$ cat src/amt_pkg.sv
`timescale 1ns / 1ps
// amt_pkg: sizes, status and command codes, cell token and entry types
// for the address range map table. No dependencies.
package amt_pkg;

  localparam int MAP_ENTRIES   = 32;
  localparam int NUM_MAPS      = 4;

  localparam int CMD_W         = 1;
  localparam int SEL_W         = 2;
  localparam int ADDR_W        = 32;
  localparam int MOD_W         = 8;
  localparam int STATUS_W      = 3;
  localparam int ENTRY_COUNT_W = 6;

  localparam int COUNT_W   = $clog2(MAP_ENTRIES + 1);
  localparam int MAP_IDX_W = (NUM_MAPS > 1) ? $clog2(NUM_MAPS) : 1;
  localparam int CNT_EXT_W = (COUNT_W > ENTRY_COUNT_W) ? COUNT_W : ENTRY_COUNT_W;

  localparam logic [CMD_W-1:0] CMD_INSERT = 1'b0;
  localparam logic [CMD_W-1:0] CMD_REMOVE = 1'b1;

  localparam logic [STATUS_W-1:0] ST_INSERTED  = 3'd0;
  localparam logic [STATUS_W-1:0] ST_DUPLICATE = 3'd1;
  localparam logic [STATUS_W-1:0] ST_EMPTY     = 3'd2;
  localparam logic [STATUS_W-1:0] ST_OVERLAP   = 3'd3;
  localparam logic [STATUS_W-1:0] ST_FULL      = 3'd4;
  localparam logic [STATUS_W-1:0] ST_REMOVED   = 3'd5;
  localparam logic [STATUS_W-1:0] ST_NOT_FOUND = 3'd6;

  // one stored range
  typedef struct packed {
    logic [ADDR_W-1:0] start_addr;
    logic [ADDR_W-1:0] end_addr;
    logic [MOD_W-1:0]  owner;
  } entry_t;

  // command word as it walks down the row of cells
  typedef struct packed {
    logic                 valid;
    logic [CMD_W-1:0]     cmd;
    logic [MAP_IDX_W-1:0] sel;
    logic [ADDR_W-1:0]    range_start;
    logic [ADDR_W-1:0]    range_end;
    logic [MOD_W-1:0]     module_id;
    logic [COUNT_W-1:0]   cnt;   // entries in the table at launch
    logic [COUNT_W-1:0]   idx;   // slot of the cell the word is entering
    logic                 hit;   // overlap (insert) or match (remove) seen
    logic                 dup;   // the overlap seen was an exact duplicate
  } tok_t;

  // table selector folded onto NUM_MAPS: a few narrow subtract steps
  function automatic logic [MAP_IDX_W-1:0] map_reduce(input logic [SEL_W-1:0] sel);
    logic [SEL_W:0] r;
    r = {1'b0, sel};
    for (int i = 0; i < 4; i++) begin
      if (int'(r) >= NUM_MAPS) begin
        r = r - (SEL_W+1)'(NUM_MAPS);
      end
    end
    return MAP_IDX_W'(r);
  endfunction

endpackage

$ cat src/amt_cell.sv
`timescale 1ns / 1ps
// amt_cell: one slot of every table; checks the passing command word and
// hands it on. Depends on amt_pkg.
module amt_cell (
  input  logic            clk,
  input  logic            rst,
  input  amt_pkg::tok_t   tok_in,
  input  amt_pkg::entry_t nxt_entry,
  output amt_pkg::tok_t   tok_out,
  output amt_pkg::entry_t up_entry
);

  amt_pkg::entry_t ent [amt_pkg::NUM_MAPS];
  amt_pkg::entry_t cur;
  amt_pkg::tok_t   tok;
  amt_pkg::tok_t   tok_next;
  logic            active;
  logic            ovl;
  logic            exact;

  assign cur      = ent[tok_in.sel];
  assign up_entry = cur;
  assign tok_out  = tok;

  always_comb begin
    active = tok_in.valid && (tok_in.idx < tok_in.cnt);
    ovl    = (tok_in.range_start < cur.end_addr) && (tok_in.range_end > cur.start_addr);
    exact  = (tok_in.range_start == cur.start_addr) && (tok_in.range_end == cur.end_addr) &&
             (tok_in.module_id == cur.owner);
    tok_next     = tok_in;
    tok_next.idx = tok_in.idx + 1'b1;
    if (active && !tok_in.hit) begin
      if (tok_in.cmd == amt_pkg::CMD_INSERT) begin
        tok_next.hit = ovl;
        tok_next.dup = ovl && exact;
      end else begin
        tok_next.hit = exact;
        tok_next.dup = 1'b0;
      end
    end
  end

  always_ff @(posedge clk) begin
    if (rst) begin
      tok.valid <= 1'b0;
    end else begin
      tok <= tok_next;
    end
  end

  // insert drops the range into the first free slot; kept only if the
  // count moves. Remove pulls every later slot down by one.
  always_ff @(posedge clk) begin
    if (tok_in.valid && tok_in.cmd == amt_pkg::CMD_INSERT && tok_in.idx == tok_in.cnt) begin
      ent[tok_in.sel].start_addr <= tok_in.range_start;
      ent[tok_in.sel].end_addr   <= tok_in.range_end;
      ent[tok_in.sel].owner      <= tok_in.module_id;
    end else if (tok.valid && tok.cmd == amt_pkg::CMD_REMOVE && tok.hit) begin
      ent[tok.sel] <= nxt_entry;
    end
  end

endmodule

$ cat config.mk
export PLATFORM = sky130hd
export DESIGN_NAME = amt_cell
export DESIGN_NICKNAME = d
export VERILOG_FILES = /design/src/amt_pkg.sv /design/src/amt_cell.sv
export SDC_FILE = /design/constraint.sdc
export NUM_CORES = 1
export LEC_CHECK = 0
export ABC_CLOCK_PERIOD_IN_PS = 8000
export BUFFER_PORTS_ARGS = -buffer_cell sky130_fd_sc_hd__buf_4
export CAP_MARGIN = 20
export CORE_ASPECT_RATIO = 2
export CORE_UTILIZATION = 50
export DETAILED_ROUTE_END_ITERATION = 8
export PLACE_DENSITY = 0.78
export RECOVER_POWER = 50
export SLEW_MARGIN = 20
export SYNTH_ARGS = -nofsm -noshare
export SYNTH_HDL_FRONTEND = slang
export SYNTH_SLANG_ARGS = --single-unit
$ cat constraint.sdc
create_clock -name clk -period 8 [get_ports clk]
set_clock_uncertainty 0.2 [all_clocks]
set_input_delay 0.4 -clock clk [delete_from_list [all_inputs] [get_ports clk]]
set_output_delay 0.4 -clock clk [all_outputs]
set_load 0.01 [all_outputs]
; Yosys cells after proc, flatten, opt, wreduce, memory -nomap -nowiden
; Memories as Yosys holds them, arrays and structs flattened.
; Index checks and enable logic that the tools add are counted.
[word_totals]
ramBits = 288
wordCells = 42
register_bits = 90
latchBits = 0
rom_bits = 0
memories = 1
out_inout_bits = 162
[memory_table]
columns = name, depth, word_bits, rd, rd_ports_with_merged_regs, wr, line_no
row1 = ent, 4, 72, 1, 0, 1, amt_cell.sv:13  ; amt_pkg::entry_t ent [amt_pkg::NUM_MAPS];
[op_classes]
eq_ne = 4
addsub = 1
bitwise_logic = 1
n_mul = 0
muxes = 10
n_shift = 0
order_cmp = 3
div = 0
reduce_logical = 12
[op_table]
columns = cell, n
row1 = 72-bit 2-to-1 mux, 1
row2 = 72-bit OR reduction, 1
row3 = 32-bit equality test, 2
row4 = 32-bit > comparator, 1
row5 = 32-bit < comparator, 1
row6 = 1-bit logical AND, 10
row7 = 8-bit equality test, 1
row8 = 6-bit by 1-bit adder with 6-bit output (second input constant), 1
row9 = 6-bit equality test, 1
row10 = 6-bit < comparator, 1
row11 = 1-bit 2-to-1 mux, 6
row12 = 2-bit 2-to-1 mux, 3
row13 = 1-bit logical NOT, 1
row14 = 1-bit inverter, 1

; Longest topological paths before layout
[depth]
depth_word = 7
mapped_depth = 13
depth_no_buf = 10

; Worst setup path after synthesis
; Ideal clock, no wire load.
[synth_timing]
kind = input-to-reg
from = input port tok_in[12] in the netlist's numbering
to = memory ent[0][0] in the netlist's numbering (enable)
arrival_time_ns = 6.865
path_slack_ns = 0.326
path_stages = 7
setup_time_ns = 0.609
path_cell_list = inv_1 ha_1 nand4_1 o2111ai_1 clkbuf_1 clkbuf_1 o31ai_1
[synth_via]
elab_chain_cells = 6
[synth_rtl]
columns = element, line_no
row1 = "start, declared", amt_cell.sv:7  ; input amt_pkg::tok_t tok_in,
row2 = 6-bit equality test (*), amt_cell.sv:54  ; if (tok_in.valid && tok_in.cmd == amt_pkg::CMD_INSERT && tok_in.idx == tok_in.cnt) begin
row3 = 1-bit logical AND (*), amt_cell.sv:54
row4 = 1-bit 2-to-1 mux, amt_cell.sv:54
row5 = 1-bit 2-to-1 mux (not written as such), amt_cell.sv:59  ; ent[tok.sel] <= nxt_entry;
row6 = 72-bit OR reduction (no source line), --
row7 = 2-bit 2-to-1 mux (no source line) or 1-bit 2-to-1 mux (tied branches), --
row8 = "end, declared", amt_cell.sv:13
; Every way passes the cells marked *; elsewhere a longest branch is shown, timed or not.

; Worst setup path after layout
[layout_timing]
from = input port tok_in[13] in the netlist's numbering
to = memory ent[2][44] in the netlist's numbering (enable)
; The elaborated chain is that of the path after synthesis.

==> out/summary.json <==
{
  "synth_enable_flop_cells": 377,
  "clockBufferDepth": 3,
  "final.min_clock_period_ps": 5280,
  "postRouteAntennaNets": 0,
  "grt_antenna_before_repair": 2,
  "critical_setup_path_kind": "input port to register",
  "r2r_cells": 4,
  "worstHoldPathCells": 2,
  "timing.final.crit_share": 0.660,
  "core.rowCount": 94,
  "netlist-cell-type-count": 54,
  "utilization": 0.634,
  "largest_fanout_on_the_critical_path": 19,
  "synth_top_family_by_area": "multiplexers",
  "clock-sinks": 378,
  "hold_ws_ps": 22.0,
  "cts_tree": "done",
  "insertion_delay_ps": 540,
  "synth_top_cells_by_count": "377 x sky130_fd_sc_hd__edfxtp_1, 80 x sky130_fd_sc_hd__inv_1, 71 x sky130_fd_sc_hd__mux4_2",
  "fin_setup_tns_ps": 0,
  "rr_startpoint": "tok_out[1]$_DFFE_PN_",
  "worst_setup_path_end_kind": "register",
  "grt_first_pass_wirelength_um": 71100,
  "path_clk_slew_ps": 70,
  "wirelength_um": 49000,
  "post_cts_buffers": 0,
  "critical_path_required_ps": 7880,
  "synthMuxAreaShare": 0.149,
  "synth.yosys.seq_area_share": 0.677,
  "core_area_mm2": 0.0329,
  "post-place-ws_ps": 3480,
  "avgViaCountPerCell": 5.79,
  "final_hold_fails": 0,
  "yosys.area.top_type_share": 0.675,
  "yosys.area_share.xor_xnor": 0.0366,
  "post_cts_resized": 0,
  "post_synth.cell_area_avg_um2": 17.9,
  "vdd_ir_drop_max_mv": 0.200,
  "syn_nets": 1169,
  "drive_gt1_frac": 0.188,
  "ys_ff_latch": 378,
  "grt_setup_unrepaired": "no",
  "post_synth_inst_count": 935,
  "fp.dieArea_mm2": 0.0343,
  "synthToLayoutAreaGrowth_pct": 24.6,
  "post_synth_and_or_nand_nor_area_fraction": 0.0280,
  "netlist_area_mm2": 0.0168,
  "drc_errors": 0,
  "grt_max_degree": 73,
  "leakage_nw": 7.41,
  "timing.hold.worst.class": "input port to register",
  "globalplace.congestion": 0.898,
  "cp_data_arrival_time_ps": 5160,
  "max_slew_margin": -1.17,
  "dp.cells": 1676,
  "violations": "capacitance limit, slew limit",
  "drv.max_cap_violation_count": 6,
  "numCtsBuffers": 34,
  "worst-slew-pin-transition_ps": 3250,
  "cts.root.buffer_cell": "sky130_fd_sc_hd__clkbuf_16",
  "post-dp-hpwl_um": 34800,
  "synth_most_common_cell": "sky130_fd_sc_hd__edfxtp_1",
  "h-tree-depth": 2,
  "floorplan.initialDensity": 0.509,
  "critical_path.startpoint": "tok_in[13]",
  "pwr_density_cell_mw_per_mm2": 216,
  "yosys_warnings": 0,
  "chipHeight_um": 261,
  "r2r-end": "ent[3][4]$_DFFE_PP_",
  "final-max-slew-violation-count": 174,
  "synth_area_leaders": "sky130_fd_sc_hd__edfxtp_1 68%, sky130_fd_sc_hd__mux4_2 9.5%, sky130_fd_sc_hd__ha_1 5.2%",
  "status": "complete, but fails checks",
  "first_pass_iters": 4,
  "place.port_buffers": 325,
  "min_delay_worst_endpoint": "ent[3][11]$_DFFE_PP_",
  "die_w_um": 131,
  "setup_slack_reg_to_reg_ps": 3670,
  "setup_viol": 0,
  "fmaxAchievable_mhz": 189,
  "finalNetCount": 1605,
  "detail_route.iter0.violations": 649,
  "start_kind": "input port",
  "hold_buffers": 90,
  "final_cells": 1831,
  "synth_compound_gate_area_share": 0.0305,
  "wl_per_cell_um": 26.8,
  "synth_top_flop_cell": "sky130_fd_sc_hd__edfxtp_1",
  "grt_pass1_vias": 11300,
  "global_route.overflow_total": 0,
  "boundaryPins": 326,
  "finalWorstSetupSlack_ps": 2720,
  "async_reset_ff_frac": 0,
  "groute.usage.overall": 0.289,
  "synth-adder-area-share": 0.0523,
  "num_vias": 10600,
  "timing.hold.worst.start": "nxt_entry[11]",
  "yosys.area.top_type": "sky130_fd_sc_hd__edfxtp_1"
}
## per-layer routing
layer  vias to the layer above  track usage  share of wire
li1                       4582            -              -
met1                      5341        0.293           0.32
met2                       525        0.551           0.55
met3                       145       0.0423          0.057
met4                         0        0.181          0.072
met5                         -            0              0
## final cells by class
class | instances | area, um^2
Timing Repair Buffer | 426 | 2520
Inverter | 80 | 302
Tap cell | 432 | 541
Multi-Input combinational cell | 451 | 5000
Sequential cell | 378 | 11300
Clock buffer | 42 | 945
Antenna cell | 3 | 7.51
Clock inverter | 19 | 231
Fill cell | 2535 | 12000
## cells by family (layout without fill, tap and decap cells)
logic type      after synthesis  in the layout
simple gates                 85             85
xor+xnor                     70             70
compound gates               74             74
buf+inv                     106            567
other cells                   0              3
mux                         152            152
flops                       378            378
fa+ha+maj                    70             70
## report_power, final
group	total (W)	internal [W]	switching [W]
sequential	0.00226	0.00224	0.0000172
combinational	0.000513	0.000209	0.000305
clock	0.00174	0.00101	0.000732
total	0.00452	0.00346	0.00105
## cell usage in the layout (no fill, tap or decap), types with 3 or more instances in the layout
master and instances:
sky130_fd_sc_hd__mux4_2 71, sky130_fd_sc_hd__a211oi_1 4, sky130_fd_sc_hd__clkbuf_4 4, sky130_fd_sc_hd__nor2_1 13
sky130_fd_sc_hd__mux2_1 32, sky130_fd_sc_hd__clkbuf_1 247, sky130_fd_sc_hd__clkbuf_16 37, sky130_fd_sc_hd__o21ai_0 9
sky130_fd_sc_hd__buf_4 89, sky130_fd_sc_hd__clkinv_2 5, sky130_fd_sc_hd__nand4_1 25, sky130_fd_sc_hd__a21oi_1 17
sky130_fd_sc_hd__mux2_2 40, sky130_fd_sc_hd__o2111ai_1 3, sky130_fd_sc_hd__edfxtp_1 377, sky130_fd_sc_hd__xor2_1 22
sky130_fd_sc_hd__nand2_1 15, sky130_fd_sc_hd__nor2b_1 3, sky130_fd_sc_hd__bufinv_16 5, sky130_fd_sc_hd__nor3_1 3
sky130_fd_sc_hd__o211ai_1 4, sky130_fd_sc_hd__inv_1 79, sky130_fd_sc_hd__nand3_1 5, sky130_fd_sc_hd__mux2i_1 9
sky130_fd_sc_hd__o21ai_1 4, sky130_fd_sc_hd__dlygate4sd3_1 90, sky130_fd_sc_hd__a22oi_1 3, sky130_fd_sc_hd__a21o_1 8
sky130_fd_sc_hd__or3_1 3, sky130_fd_sc_hd__ha_1 70, sky130_fd_sc_hd__diode_2 3, sky130_fd_sc_hd__a2111oi_0 4
sky130_fd_sc_hd__nor4_1 8, sky130_fd_sc_hd__clkinv_1 5, sky130_fd_sc_hd__xnor2_1 48
## worst max path at each step
| stage | end | slack [ps] |
|---|---|---|
| 5_1_grt | ent[2][15]$_DFFE_PP_ | 2340 |
| 3_3_place_gp | tok_out[1]$_DFFE_PN_ | 3490 |
| 6_report | ent[2][44]$_DFFE_PP_ | 2720 |
| 4_1_cts | tok_out[1]$_DFFE_PN_ | 4030 |
| 3_5_place_dp | tok_out[1]$_DFFE_PN_ | 3480 |
| 2_1_floorplan | ent[0][0]$_DFFE_PP_ | 330 |
## worst max-delay path: stages
cell and delay (ps):
sky130_fd_sc_hd__dlygate4sd3_1 540, sky130_fd_sc_hd__clkbuf_4 140, sky130_fd_sc_hd__inv_1 50, sky130_fd_sc_hd__ha_1 310, sky130_fd_sc_hd__nand4_1 260, sky130_fd_sc_hd__o2111ai_1 1830, sky130_fd_sc_hd__nor2_1 60, sky130_fd_sc_hd__nand2_1 140
sky130_fd_sc_hd__o21ai_0 650, sky130_fd_sc_hd__clkbuf_1 750
## metrics by stage
stage / power [W] / instance area [um^2]
5_1_grt: 0.00463 / 20900
4_1_cts: 0.00460 / 21800
6_report: 0.00452 / 20900
2_1_floorplan: 0.00256 / 16800
3_5_place_dp: 0.00285 / 19700
3_3_place_gp: 0.00284 / 19700
## state kept, by name (all words and copies together) (netlist names)
signal / count
tok_out: 90
ent: 288
No activity file was read; power rests on OpenSTA's default activity.
